$ cat src/hdl/lmfs_pkg.sv
// ----------------------------------------------------------------------------
// lmfs_pkg
// Shared types and constants for the LED matrix frame scan block.
// ----------------------------------------------------------------------------
package lmfs_pkg;

    // bits held per frame column, bit r is the pixel in row r
    localparam int FRAME_BITS = 8;

    // operation codes on the command channel
    localparam logic [1:0] OP_PLOT  = 2'd0;
    localparam logic [1:0] OP_CLEAR = 2'd1;
    localparam logic [1:0] OP_SCAN  = 2'd2;

    // one-hot seed for the pixel mask of a plot
    localparam logic [FRAME_BITS-1:0] PIXEL_SEED = 8'h01;

    // control group from the sequencer to the frame memory
    typedef struct packed {
        logic rd_en;   // read the addressed column
        logic wr_en;   // write the addressed column
        logic clr;     // blank the whole frame
    } ram_ctl_t;

endpackage

$ cat src/hdl/lmfs_if.sv
// ----------------------------------------------------------------------------
// lmfs_if
// Valid/ready channels of the LED matrix frame scan block: the command
// channel and the serial bit channel.
// ----------------------------------------------------------------------------
interface lmfs_cmd_if;
    logic       valid;
    logic       ready;
    logic [1:0] op;
    logic [3:0] col_x;
    logic [3:0] row_y;
    logic       pixel_on;
    logic [2:0] scan_row;

    modport source (output valid, op, col_x, row_y, pixel_on, scan_row, input ready);
    modport sink   (input valid, op, col_x, row_y, pixel_on, scan_row, output ready);
endinterface

interface lmfs_bit_if;
    logic       valid;
    logic       ready;
    logic       serial_bit;
    logic [4:0] bit_position;
    logic       latch_after;

    modport source (output valid, serial_bit, bit_position, latch_after, input ready);
    modport sink   (input valid, serial_bit, bit_position, latch_after, output ready);
endinterface

$ cat src/hdl/lmfs_frame_ram.sv
// ----------------------------------------------------------------------------
// lmfs_frame_ram
// Frame column memory with registered read. Per-column valid bits make a
// blank frame after reset or a clear without a sweep.
// ----------------------------------------------------------------------------
module lmfs_frame_ram #(
    parameter int COLUMNS = 15,
    parameter int AW      = 4
) (
    input  logic                               clk,
    input  logic                               rst_n,
    input  lmfs_pkg::ram_ctl_t                 ctl,
    input  logic [AW-1:0]                      addr,
    input  logic [lmfs_pkg::FRAME_BITS-1:0]    wdata,
    output logic [lmfs_pkg::FRAME_BITS-1:0]    rdata
);

    logic [lmfs_pkg::FRAME_BITS-1:0] mem [COLUMNS];
    logic [COLUMNS-1:0]              vld_reg;
    logic [lmfs_pkg::FRAME_BITS-1:0] rd_word_reg;
    logic                            rd_vld_reg;

    // column storage
    always_ff @(posedge clk)
    begin
        if (ctl.wr_en)
        begin
            mem[addr] <= wdata;
        end
        if (ctl.rd_en)
        begin
            rd_word_reg <= mem[addr];
        end
    end

    // written marks, cleared by reset and by a frame clear
    always_ff @(posedge clk or negedge rst_n)
    begin
        if (!rst_n)
        begin
            vld_reg    <= '0;
            rd_vld_reg <= 1'b0;
        end
        else
        begin
            if (ctl.clr)
            begin
                vld_reg <= '0;
            end
            else if (ctl.wr_en)
            begin
                vld_reg[addr] <= 1'b1;
            end
            if (ctl.rd_en)
            begin
                rd_vld_reg <= vld_reg[addr];
            end
        end
    end

    // unwritten columns read as dark
    assign rdata = rd_vld_reg ? rd_word_reg : '0;

endmodule

$ cat src/hdl/lmfs_out_reg.sv
// ----------------------------------------------------------------------------
// lmfs_out_reg
// Output register of the serial bit channel; decouples the scan pipeline
// from downstream stalls.
// ----------------------------------------------------------------------------
module lmfs_out_reg (
    input  logic       clk,
    input  logic       rst_n,
    input  logic       load,
    input  logic       serial_bit,
    input  logic [4:0] bit_position,
    input  logic       latch_after,
    output logic       can_load,
    lmfs_bit_if.source ser
);

    logic       valid_reg;
    logic       bit_reg;
    logic [4:0] pos_reg;
    logic       latch_reg;

    // free when empty or when the held word leaves this cycle
    assign can_load = !valid_reg || ser.ready;

    // word valid flag
    always_ff @(posedge clk or negedge rst_n)
    begin
        if (!rst_n)
        begin
            valid_reg <= 1'b0;
        end
        else if (can_load)
        begin
            valid_reg <= load;
        end
    end

    // word payload
    always_ff @(posedge clk)
    begin
        if (load && can_load)
        begin
            bit_reg   <= serial_bit;
            pos_reg   <= bit_position;
            latch_reg <= latch_after;
        end
    end

    assign ser.valid        = valid_reg;
    assign ser.serial_bit   = bit_reg;
    assign ser.bit_position = pos_reg;
    assign ser.latch_after  = latch_reg;

endmodule

$ cat src/hdl/led_matrix_frame_scan.sv
// ----------------------------------------------------------------------------
// led_matrix_frame_scan
// Frame buffer for a COLUMNS x ROWS monochrome LED matrix with serial
// row scan-out for a shift register chain.
// ----------------------------------------------------------------------------
// A scan command produces COLUMNS+ROWS serial words (23 by default), one per
// cycle while the output is taken: the column bits from the highest column
// down, then the one-hot row select with the highest row first, the last
// word flagged with latch_after. The frame memory is read one column per
// cycle while the output is taken, through a registered read, so a scan
// holds the block from the accepting cycle until the last word is loaded,
// output stalls included. A plot is a read-modify-write of one column: a
// read, then a write; a clear needs no sweep. Plots outside the frame and
// unused op codes are dropped.
// The next command is taken once the last scan word sits in the output
// register; that word may still be waiting downstream.
// ----------------------------------------------------------------------------
module led_matrix_frame_scan #(
    parameter int COLUMNS = 15,
    parameter int ROWS    = 8
) (
    input  logic        clk,
    input  logic        rst_n,
    lmfs_cmd_if.sink    cmd,
    lmfs_bit_if.source  ser
);

    localparam int TOTAL = COLUMNS + ROWS;
    localparam int PW    = $clog2(TOTAL + 1);
    localparam int AW    = (COLUMNS > 1) ? $clog2(COLUMNS) : 1;

    typedef enum logic [1:0] {
        ST_IDLE,
        ST_PLOT_WR,
        ST_SCAN
    } state_t;

    state_t                          state_reg, state_next;
    logic [PW-1:0]                   idx_reg, idx_next;
    logic [2:0]                      row_reg, row_next;
    logic                            p1_valid_reg, p1_valid_next;
    logic [PW-1:0]                   p1_pos_reg, p1_pos_next;
    logic [AW-1:0]                   plot_addr_reg, plot_addr_next;
    logic [lmfs_pkg::FRAME_BITS-1:0] plot_mask_reg, plot_mask_next;
    logic                            plot_on_reg, plot_on_next;

    lmfs_pkg::ram_ctl_t              ram_ctl;
    logic [AW-1:0]                   ram_addr;
    logic [lmfs_pkg::FRAME_BITS-1:0] ram_wdata;
    logic [lmfs_pkg::FRAME_BITS-1:0] ram_rdata;

    logic                            cmd_fire;
    logic                            plot_hit;
    logic                            issue;
    logic                            out_load;
    logic                            can_load;
    logic [PW-1:0]                   scan_col;
    logic [PW-1:0]                   sel_row;
    logic                            word_bit;
    logic                            word_latch;

    assign cmd.ready = (state_reg == ST_IDLE);
    assign cmd_fire  = cmd.valid && cmd.ready;
    assign plot_hit  = (32'(cmd.col_x) < COLUMNS) && (32'(cmd.row_y) < ROWS);

    // scan pipeline: read stage feeds the output register
    assign out_load = p1_valid_reg && can_load;
    assign issue    = (state_reg == ST_SCAN) && (idx_reg != PW'(TOTAL))
                      && (!p1_valid_reg || out_load);
    assign scan_col = PW'(COLUMNS - 1) - idx_reg;

    // word formed from the read stage
    assign sel_row    = PW'(TOTAL - 1) - p1_pos_reg;
    assign word_bit   = (p1_pos_reg < PW'(COLUMNS)) ? ram_rdata[row_reg]
                        : (32'(row_reg) == 32'(sel_row));
    assign word_latch = (p1_pos_reg == PW'(TOTAL - 1));

    // next-state and memory control
    always_comb
    begin
        state_next     = state_reg;
        idx_next       = idx_reg;
        row_next       = row_reg;
        p1_valid_next  = p1_valid_reg;
        p1_pos_next    = p1_pos_reg;
        plot_addr_next = plot_addr_reg;
        plot_mask_next = plot_mask_reg;
        plot_on_next   = plot_on_reg;
        ram_ctl        = '0;
        ram_addr       = plot_addr_reg;
        ram_wdata      = plot_on_reg ? (ram_rdata | plot_mask_reg)
                                     : (ram_rdata & ~plot_mask_reg);

        case (state_reg)
            ST_IDLE:
            begin
                if (cmd_fire)
                begin
                    case (cmd.op)
                        lmfs_pkg::OP_PLOT:
                        begin
                            if (plot_hit)
                            begin
                                ram_ctl.rd_en  = 1'b1;
                                ram_addr       = AW'(cmd.col_x);
                                plot_addr_next = AW'(cmd.col_x);
                                plot_mask_next = lmfs_pkg::PIXEL_SEED << cmd.row_y[2:0];
                                plot_on_next   = cmd.pixel_on;
                                state_next     = ST_PLOT_WR;
                            end
                        end
                        lmfs_pkg::OP_CLEAR:
                        begin
                            ram_ctl.clr = 1'b1;
                        end
                        lmfs_pkg::OP_SCAN:
                        begin
                            row_next   = cmd.scan_row;
                            idx_next   = '0;
                            state_next = ST_SCAN;
                        end
                        default:
                        begin
                            state_next = ST_IDLE;
                        end
                    endcase
                end
            end
            ST_PLOT_WR:
            begin
                ram_ctl.wr_en = 1'b1;
                state_next    = ST_IDLE;
            end
            ST_SCAN:
            begin
                if (out_load)
                begin
                    p1_valid_next = 1'b0;
                end
                if (issue)
                begin
                    ram_ctl.rd_en = (idx_reg < PW'(COLUMNS));
                    ram_addr      = scan_col[AW-1:0];
                    p1_valid_next = 1'b1;
                    p1_pos_next   = idx_reg;
                    idx_next      = idx_reg + PW'(1);
                end
                if ((idx_reg == PW'(TOTAL)) && (!p1_valid_reg || out_load))
                begin
                    state_next = ST_IDLE;
                end
            end
            default:
            begin
                state_next = ST_IDLE;
            end
        endcase
    end

    // sequencer state
    always_ff @(posedge clk or negedge rst_n)
    begin
        if (!rst_n)
        begin
            state_reg     <= ST_IDLE;
            idx_reg       <= '0;
            row_reg       <= '0;
            p1_valid_reg  <= 1'b0;
            p1_pos_reg    <= '0;
            plot_addr_reg <= '0;
            plot_mask_reg <= '0;
            plot_on_reg   <= 1'b0;
        end
        else
        begin
            state_reg     <= state_next;
            idx_reg       <= idx_next;
            row_reg       <= row_next;
            p1_valid_reg  <= p1_valid_next;
            p1_pos_reg    <= p1_pos_next;
            plot_addr_reg <= plot_addr_next;
            plot_mask_reg <= plot_mask_next;
            plot_on_reg   <= plot_on_next;
        end
    end

    lmfs_frame_ram #(
        .COLUMNS (COLUMNS),
        .AW      (AW)
    ) u_ram (
        .clk   (clk),
        .rst_n (rst_n),
        .ctl   (ram_ctl),
        .addr  (ram_addr),
        .wdata (ram_wdata),
        .rdata (ram_rdata)
    );

    lmfs_out_reg u_out (
        .clk          (clk),
        .rst_n        (rst_n),
        .load         (out_load),
        .serial_bit   (word_bit),
        .bit_position (5'(p1_pos_reg)),
        .latch_after  (word_latch),
        .can_load     (can_load),
        .ser          (ser)
    );

    // a new command never overlaps a word still in the read stage
    a_cmd_no_overlap: assert property (@(posedge clk) disable iff (!rst_n)
        cmd_fire |-> !p1_valid_reg)
        else $error("command accepted with scan word in flight");

    // scan index never runs past the end of the stream
    a_idx_bound: assert property (@(posedge clk) disable iff (!rst_n)
        (state_reg == ST_SCAN) |-> (idx_reg <= PW'(TOTAL)))
        else $error("scan index beyond stream length");

    // the latch word is the last one the read stage holds
    a_latch_last: assert property (@(posedge clk) disable iff (!rst_n)
        (out_load && word_latch) |=> (!p1_valid_reg && state_reg == ST_IDLE))
        else $error("scan continued after latch word");

    // a column write always follows its read in the previous cycle
    a_plot_rmw: assert property (@(posedge clk) disable iff (!rst_n)
        ram_ctl.wr_en |-> ($past(ram_ctl.rd_en) && $past(state_reg == ST_IDLE)))
        else $error("column write without preceding read");

endmodule
$ cat src/flat_wrapper.sv
// flat-port wrapper written by rule: the top's interface ports become plain ports
module led_matrix_frame_scan_flat 
#(
    parameter int COLUMNS = 15,
    parameter int ROWS    = 8
)
  (clk, rst_n, cmd_valid, cmd_op, cmd_col_x, cmd_row_y, cmd_pixel_on, cmd_scan_row, cmd_ready, ser_valid, ser_serial_bit, ser_bit_position, ser_latch_after, ser_ready);
  lmfs_cmd_if cmd_i ();
  lmfs_bit_if ser_i ();
  input  logic clk;
  input  logic rst_n;
  input wire logic [$bits(cmd_i.valid)-1:0] cmd_valid;
  input wire logic [$bits(cmd_i.op)-1:0] cmd_op;
  input wire logic [$bits(cmd_i.col_x)-1:0] cmd_col_x;
  input wire logic [$bits(cmd_i.row_y)-1:0] cmd_row_y;
  input wire logic [$bits(cmd_i.pixel_on)-1:0] cmd_pixel_on;
  input wire logic [$bits(cmd_i.scan_row)-1:0] cmd_scan_row;
  output wire logic [$bits(cmd_i.ready)-1:0] cmd_ready;
  output wire logic [$bits(ser_i.valid)-1:0] ser_valid;
  output wire logic [$bits(ser_i.serial_bit)-1:0] ser_serial_bit;
  output wire logic [$bits(ser_i.bit_position)-1:0] ser_bit_position;
  output wire logic [$bits(ser_i.latch_after)-1:0] ser_latch_after;
  input wire logic [$bits(ser_i.ready)-1:0] ser_ready;
  assign cmd_i.valid = cmd_valid;
  assign cmd_i.op = cmd_op;
  assign cmd_i.col_x = cmd_col_x;
  assign cmd_i.row_y = cmd_row_y;
  assign cmd_i.pixel_on = cmd_pixel_on;
  assign cmd_i.scan_row = cmd_scan_row;
  assign cmd_ready = cmd_i.ready;
  assign ser_valid = ser_i.valid;
  assign ser_serial_bit = ser_i.serial_bit;
  assign ser_bit_position = ser_i.bit_position;
  assign ser_latch_after = ser_i.latch_after;
  assign ser_i.ready = ser_ready;
  led_matrix_frame_scan #(.COLUMNS(COLUMNS), .ROWS(ROWS)) u_core (.clk(clk), .rst_n(rst_n), .cmd(cmd_i), .ser(ser_i));
endmodule
$ cat config.mk
export PLATFORM = sky130hd
export DESIGN_NAME = led_matrix_frame_scan_flat
export DESIGN_NICKNAME = d
export VERILOG_FILES = /design/src/hdl/lmfs_pkg.sv /design/src/hdl/lmfs_if.sv /design/src/hdl/lmfs_frame_ram.sv /design/src/hdl/lmfs_out_reg.sv /design/src/hdl/led_matrix_frame_scan.sv /design/src/flat_wrapper.sv
export SDC_FILE = /design/constraint.sdc
export NUM_CORES = 1
export LEC_CHECK = 0
export BUFFER_PORTS_ARGS = -buffer_cell sky130_fd_sc_hd__buf_4
export CORE_MARGIN = 2
export CORE_UTILIZATION = 30
export CTS_CLUSTER_SIZE = 10
export DETAILED_ROUTE_END_ITERATION = 7
export PLACE_DENSITY = 0.48
export SYNTH_ARGS = -nofsm -noshare
export SYNTH_HDL_FRONTEND = slang
export SYNTH_SLANG_ARGS = --single-unit
$ cat constraint.sdc
create_clock -name clk -period 3.17 [get_ports clk]
set_clock_uncertainty 0.2 [all_clocks]
set_input_delay 0.1585 -clock clk [delete_from_list [all_inputs] [get_ports clk]]
set_output_delay 0.1585 -clock clk [all_outputs]
set_load 0.02 [all_outputs]
Word-level counts from Yosys, hierarchy flattened
Memories as Yosys holds them, arrays and structs flattened. A register that Yosys moved wholly into a read port is not among the register bits.
Index checks and enable logic that the tools add are counted.
{"block": "op_classes", "add_sub_neg": 3, "magnitude_cmp": 7, "n_eq_ne": 14, "shifts": 1, "mux": 38, "n_bitwise": 4, "reduce_logical": 23}
{"operator": "two-way mux 15 bit", "n": 2}
{"operator": "two-way mux 1 bit", "n": 16}
{"operator": "two-way mux 4 bit", "n": 4}
{"operator": "two-way mux 8 bit", "n": 2}
{"operator": "two-way mux 5 bit", "n": 3}
{"operator": "OR 15 bit", "n": 1}
{"operator": "AND reduction 4 bit", "n": 3}
{"operator": "== test 5 bit, second input constant", "n": 2}
{"operator": "less-than comparator 5 x 4 -> 1 bit, second input constant", "n": 2}
{"operator": "one-hot mux 5 bit (2 select lines)", "n": 1}
{"operator": "bitwise AND 8 bit", "n": 1}
{"operator": "logical AND 1 bit", "n": 8}
{"operator": "less-than comparator 4 bit, second input constant", "n": 2}
{"operator": "inequality test 2 bit, second input constant", "n": 4}
{"operator": "NOT 8 bit", "n": 1}
{"operator": "OR 8 bit", "n": 1}
{"operator": "one-hot mux 4 bit (2 select lines)", "n": 1}
{"operator": "<< shifter 1 x 3 -> 8 bit, first input constant", "n": 1}
{"operator": "two-way mux 2 bit", "n": 3}
{"operator": "one-hot mux 2 bit (3 select lines)", "n": 1}
{"operator": "nonzero test 2 bit", "n": 3}
{"operator": "adder 5 x 1 -> 5 bit, second input constant", "n": 1}
{"operator": "== test 3 x 5 -> 1 bit", "n": 1}
{"operator": "less-than comparator 4 x 5 -> 1 bit, second input constant", "n": 1}
{"operator": "other kinds (19)", "n": 25}
{"block": "totals", "regBits": 53, "ramBits": 120, "out_inout_bits": 9, "n_memories": 1}
{"name": "u_core.u_ram.mem", "depth": 15, "width": 8, "read_ports": 1, "rd_clocked_by_memory_dff": 1, "write_ports": 1, "line": "lmfs_frame_ram.sv:18", "text": "logic [lmfs_pkg::FRAME_BITS-1:0] mem [COLUMNS];"}

Logic depth before layout (Yosys ltp)
{"block": "depth", "ltp_word": 14, "depth_mapped": 11, "depth_no_buf": 8}

Hierarchy
From an unflattened synthesis, not the netlist that was laid out.
{"block": "unflattened", "cells_unflattened": 467, "hier_area_um2": 7638.6}
{"mod": "lmfs_frame_ram", "instances": 1, "cells_per_inst": 292, "area_each_um2": 5664.2, "seq_area_each_um2": 4244.1}
{"mod": "led_matrix_frame_scan", "instances": 1, "cells_per_inst": 164, "area_each_um2": 1710.4, "seq_area_each_um2": 725.7}
{"mod": "lmfs_out_reg", "instances": 1, "cells_per_inst": 11, "area_each_um2": 264.0, "seq_area_each_um2": 235.2}

Least setup slack after synthesis
OpenSTA, ideal clock, no wires.
{"block": "synth_timing", "path_kind": "register -> register", "startpoint": "reg u_core.idx_reg[0]", "endpoint": "mem u_core.u_ram.mem[4][0] (netlist bit), enable pin", "t_arrival_ns": 2.432, "required_ns": 2.596, "setup_slack_ns": 0.164, "stages_incl_launch_ff": 9, "period_less_slack_ns": 3.006, "cell_sequence": "dfrtp_1 -> ha_1 -> and4b_4 -> or3_4 -> a311o_2 -> buf_6 -> inv_2 -> nand2_1 -> nor2_1"}
{"block": "synth_via", "elab_chain_cells": 5}
{"element": "start: declaration", "line": "led_matrix_frame_scan.sv:39", "text": "logic [PW-1:0] idx_reg, idx_next;"}
{"element": "start signal: assignment", "line": "led_matrix_frame_scan.sv:177", "text": "idx_reg <= idx_next;"}
{"element": "parallel branches: the longest is 3 deep, another holds subtractor 4 bit"}
{"element": "two-way mux 4 bit *", "line": "led_matrix_frame_scan.sv:140", "text": "if (issue)"}
{"element": "one-hot mux 4 bit (2 select lines) *", "line": "led_matrix_frame_scan.sv:94", "text": "case (state_reg)"}
{"element": "end: declaration", "line": "lmfs_frame_ram.sv:18"}
Mark *: on every way between the ends.

Final worst setup path
{"block": "layout_timing", "startpoint": "reg u_core.idx_reg[1]", "endpoint": "reg u_core.u_ram.rd_word_reg[5] (netlist bit) (read register of u_core.u_ram.mem) (data pin)"}
{"block": "layout_via", "elab_chain_cells": 5}
{"element": "parallel branches: the longest is 5 deep, another holds subtractor 4 bit"}
{"element": "end: declaration", "line": "lmfs_frame_ram.sv:20", "text": "logic [lmfs_pkg::FRAME_BITS-1:0] rd_word_reg;"}
Parallel ways; which one is timed is not known.
A chain may end at the register's enable or synchronous reset.

==> reports/metrics.yaml <==
numCtsBuffers: 17
grt_pass1_vias: 5023
setup.worst_path.end_class: "flip-flop"
drt_pass1_iterations: 5
viasPerCell: 5.12
drt_wl_total_um: 19900
cp_max_fo: 12
rsz0062_at_grt: "true"
start_util_pct: 30.7
dp_hpwl_um: 13400
cp_num_cells: 8
status: "finished, final reports clean"
yosys_warnings: 0
power_frac_comb_pct: 43.1
syn_area_mm2: 0.00805
synth_top_family_by_area: "simple AND/OR/NAND/NOR gates"
io_pins: 27
synthXorXnorAreaFrac_pct: 0.762
maxSlewHeadroom_pct: 40.0
drv_cap: 0
overflow: 0
synth_seq_area_share_pct: 64.7
pwr-share-seq_pct: 34.3
r2r_start: "u_core.idx_reg[1]"
final_cells: 1004
largest_reg_flops: 120
root_buffer: "clkbuf_16"
synth-compound-area-share_pct: 10.1
worstHoldStart: "cmd_op[0]"
grt_pass1_wl_um: 30500
hold_viol_final: 0
gp_congestion: 0.838
arrival_ns: 3.04
setup_violations: 0
avgSynthCellArea_um2: 13.6
multi_input_area_mm2: 0.00266
timing_worst_setup_path_type: "reg -> reg"
crit_buf_inv: 0
coreArea_mm2: 0.0262
route.detailed.drc: 0
cpMaxStageDelayCell: "dfrtp_1"
grt_usage_pct: 14.5
synth_edf_count: 135
portBuffers: 26
finalCritPeriodShare_pct: 97.0
ir_worst_vdd_mv: 0.437
std_cell_rows: 59
vias: 5143
post-place-cells: 956
worst_hold_path.num_cells: 4
ant_nets: 0
die_area_mm2: 0.0282
clkSlewWorstSetupHoldPaths_ns: 0.08
p_per_area_mw_per_mm2: 1010
ys.flop_type: "edfxtp_1"
synth_simple_gate_area_share_pct: 12.2
wl_per_cell_um: 19.8
r2r-end: "u_core.u_ram.rd_word_reg[5]"
fp.dieH_um: 168
first_iter_violations: 505
fin_crit_ns: 3.07
cp_slowest_stage_delay_ns: 0.45
intPower_uw: 5880
fmax_mhz: 325
cts_tree: "built"
power_frac_clock_pct: 22.6
die_w_um: 168
drv_slew: 0
reg2reg_depth: 8
path_cells: "ha_1 > and4b_4 > or3_4 > o221a_2 > nand2_4 > nand3_1 > a32oi_2 > o221ai_1"
whs_endpoint: "u_core.plot_addr_reg[2]"
fillers: 2493
synthAdderAreaFrac_pct: 0.622
critPathTopFamily: "simple AND/OR/NAND/NOR gates"
final_area_mm2: 0.00956
worstHoldPathType: "in -> reg"
insertion_delay_ns: 0.44
p_sw_uw: 3780
synth_cells: 590
postPlaceCellArea_mm2: 0.00876
clock_path_buffers: 2
p_leak_uw: 0.00353
tightest_slew_ns: 0.900
htree_levels: 4
synthMuxAreaShare_pct: 8.63
r2r_slack_ns: 0.1
switching_share_pct: 39.1
async_reset_ff_share_pct: 25.4
drive_gt1_share_pct: 22.3
mostFrequentLayoutCells: "edfxtp_1, nand2_1, buf_4"
antenna_found_initial: 0
syn_nets: 612
grt_max_degree: 47
antenna_cells: 0
yosysUniqueCellTypes: 70
crit_path_start_kind: "flip-flop"
cts.sinks: 181
area.growth.synth_to_final_pct: 18.8
ys_ff_latch: 181
seqCellArea_mm2: 0.00520
worst_ep_required_time_ns: 3.13
nets: 678
final_common_cell: "edfxtp_1"
## logic make-up after synthesis
logic type / Yosys count
multiplexers: 64
flip-flops: 181
adder cells (fa/ha/maj): 4
XOR/XNOR: 7
AND/OR/NAND/NOR: 185
buffers and inverters: 36
AO/OA/AOI/OAI: 113
## per-layer routing
metal	global-route usage (%)	part of all wire, %
met3	2.77	2.8
met5	0	0
met2	22.7	48
met4	4.39	1.6
met1	20.5	48
## cell type report
type / instances / area share, %
sequential: 181 / 54.4
tap: 335 / 4.38
clock inverter: 14 / 2.04
inverter: 8 / 0.314
timing repair buffer: 75 / 6.57
multi-input combinational: 373 / 27.8
clock buffer: 18 / 4.49
## cells in the mapped netlist, types with 2 or more instances
cell type / n / area (um^2)
nor3_1: 9 / 45.0
nand3_1: 46 / 230
edfxtp_1: 135 / 4050
mux2_2: 22 / 248
o21a_1: 16 / 120
o41ai_1: 2 / 17.5
o31ai_1: 3 / 22.5
nand3b_1: 3 / 22.5
a21oi_1: 3 / 15.0
mux2i_1: 39 / 390
nor2b_1: 2 / 12.5
o21ai_1: 2 / 10.0
nand2b_1: 5 / 31.3
nand2_1: 61 / 229
ha_1: 4 / 50.1
nor2_1: 27 / 101
buf_12: 2 / 40.0
o21ai_0: 46 / 230
and2_1: 2 / 12.5
nand4_1: 6 / 37.5
dfrtp_1: 46 / 1150
nor2_2: 2 / 12.5
a32oi_1: 8 / 70.1
and3b_1: 2 / 17.5
buf_1: 2 / 7.51
inv_1: 7 / 26.3
clkbuf_1: 9 / 33.8
or3_1: 3 / 18.8
nand4b_1: 5 / 43.8
xnor2_1: 6 / 52.6
buf_6: 5 / 56.3
mux4_2: 2 / 45.0
buf_4: 4 / 30.0
o221ai_1: 5 / 43.8
o221ai_2: 3 / 45.0
buf_2: 5 / 25.0
a31oi_1: 8 / 50.1
## worst max path at each step
stage,from,end,slack [ns]
final,u_core.idx_reg[1],u_core.u_ram.rd_word_reg[5],0.1
after global routing,u_core.idx_reg[1],u_core.u_ram.mem[8][1],-0.005
after CTS,u_core.idx_reg[1],u_core.u_ram.rd_word_reg[5],0.03
after detailed placement,u_core.idx_reg[1],u_core.u_ram.rd_word_reg[5],-0.02
after global placement,u_core.idx_reg[1],u_core.u_ram.rd_word_reg[6],0.07
after floorplan,u_core.idx_reg[0],u_core.u_ram.mem[4][0],0.16
## through the flow
stage | power (uW) | worst slack [ns] | util, % | hold WS, ns | TNS [ns]
2_1_floorplan | 6200 | 0.164 | - | -0.337 | 0
3_3_place_gp | 7430 | 0.0692 | 33.4 | 0.0110 | 0
3_5_place_dp | 7470 | -0.0158 | 33.4 | 0.0222 | -0.0158
4_1_cts | 9680 | 0.0309 | 36.4 | 0.0223 | 0
5_1_grt | 10200 | -0.00461 | 36.5 | 0.0474 | -0.0154
6_report | 9660 | 0.0963 | 36.5 | 0.0466 | 0
## worst min-delay path: cells and delay by family
family	cells	cell delay, ns
compound gates	1	0.12
simple gates	2	0.24
buf+inv	1	0.12
## repair_timing
| action | CTS | global route |
|---|---|---|
| pin swaps | 0 | 0 |
| setup buffers | 0 | 0 |
| setup endpoints to repair | 6 | 12 |
| gates resized for setup | 1 | 7 |
| hold buffers | 16 | 0 |
| hold endpoints to repair | 64 | 0 |
## power groups by stage
stage | registers (uW) | logic, uW | clock network (uW)
final | 3310 | 4160 | 2190
after global routing | 3340 | 4500 | 2340
after CTS | 3310 | 4140 | 2230
after detailed placement | 3360 | 4110 | 0
after global placement | 3360 | 4070 | 0
after floorplan | 3290 | 2910 | 0
Note: power is estimated with default switching activity, not from simulation.
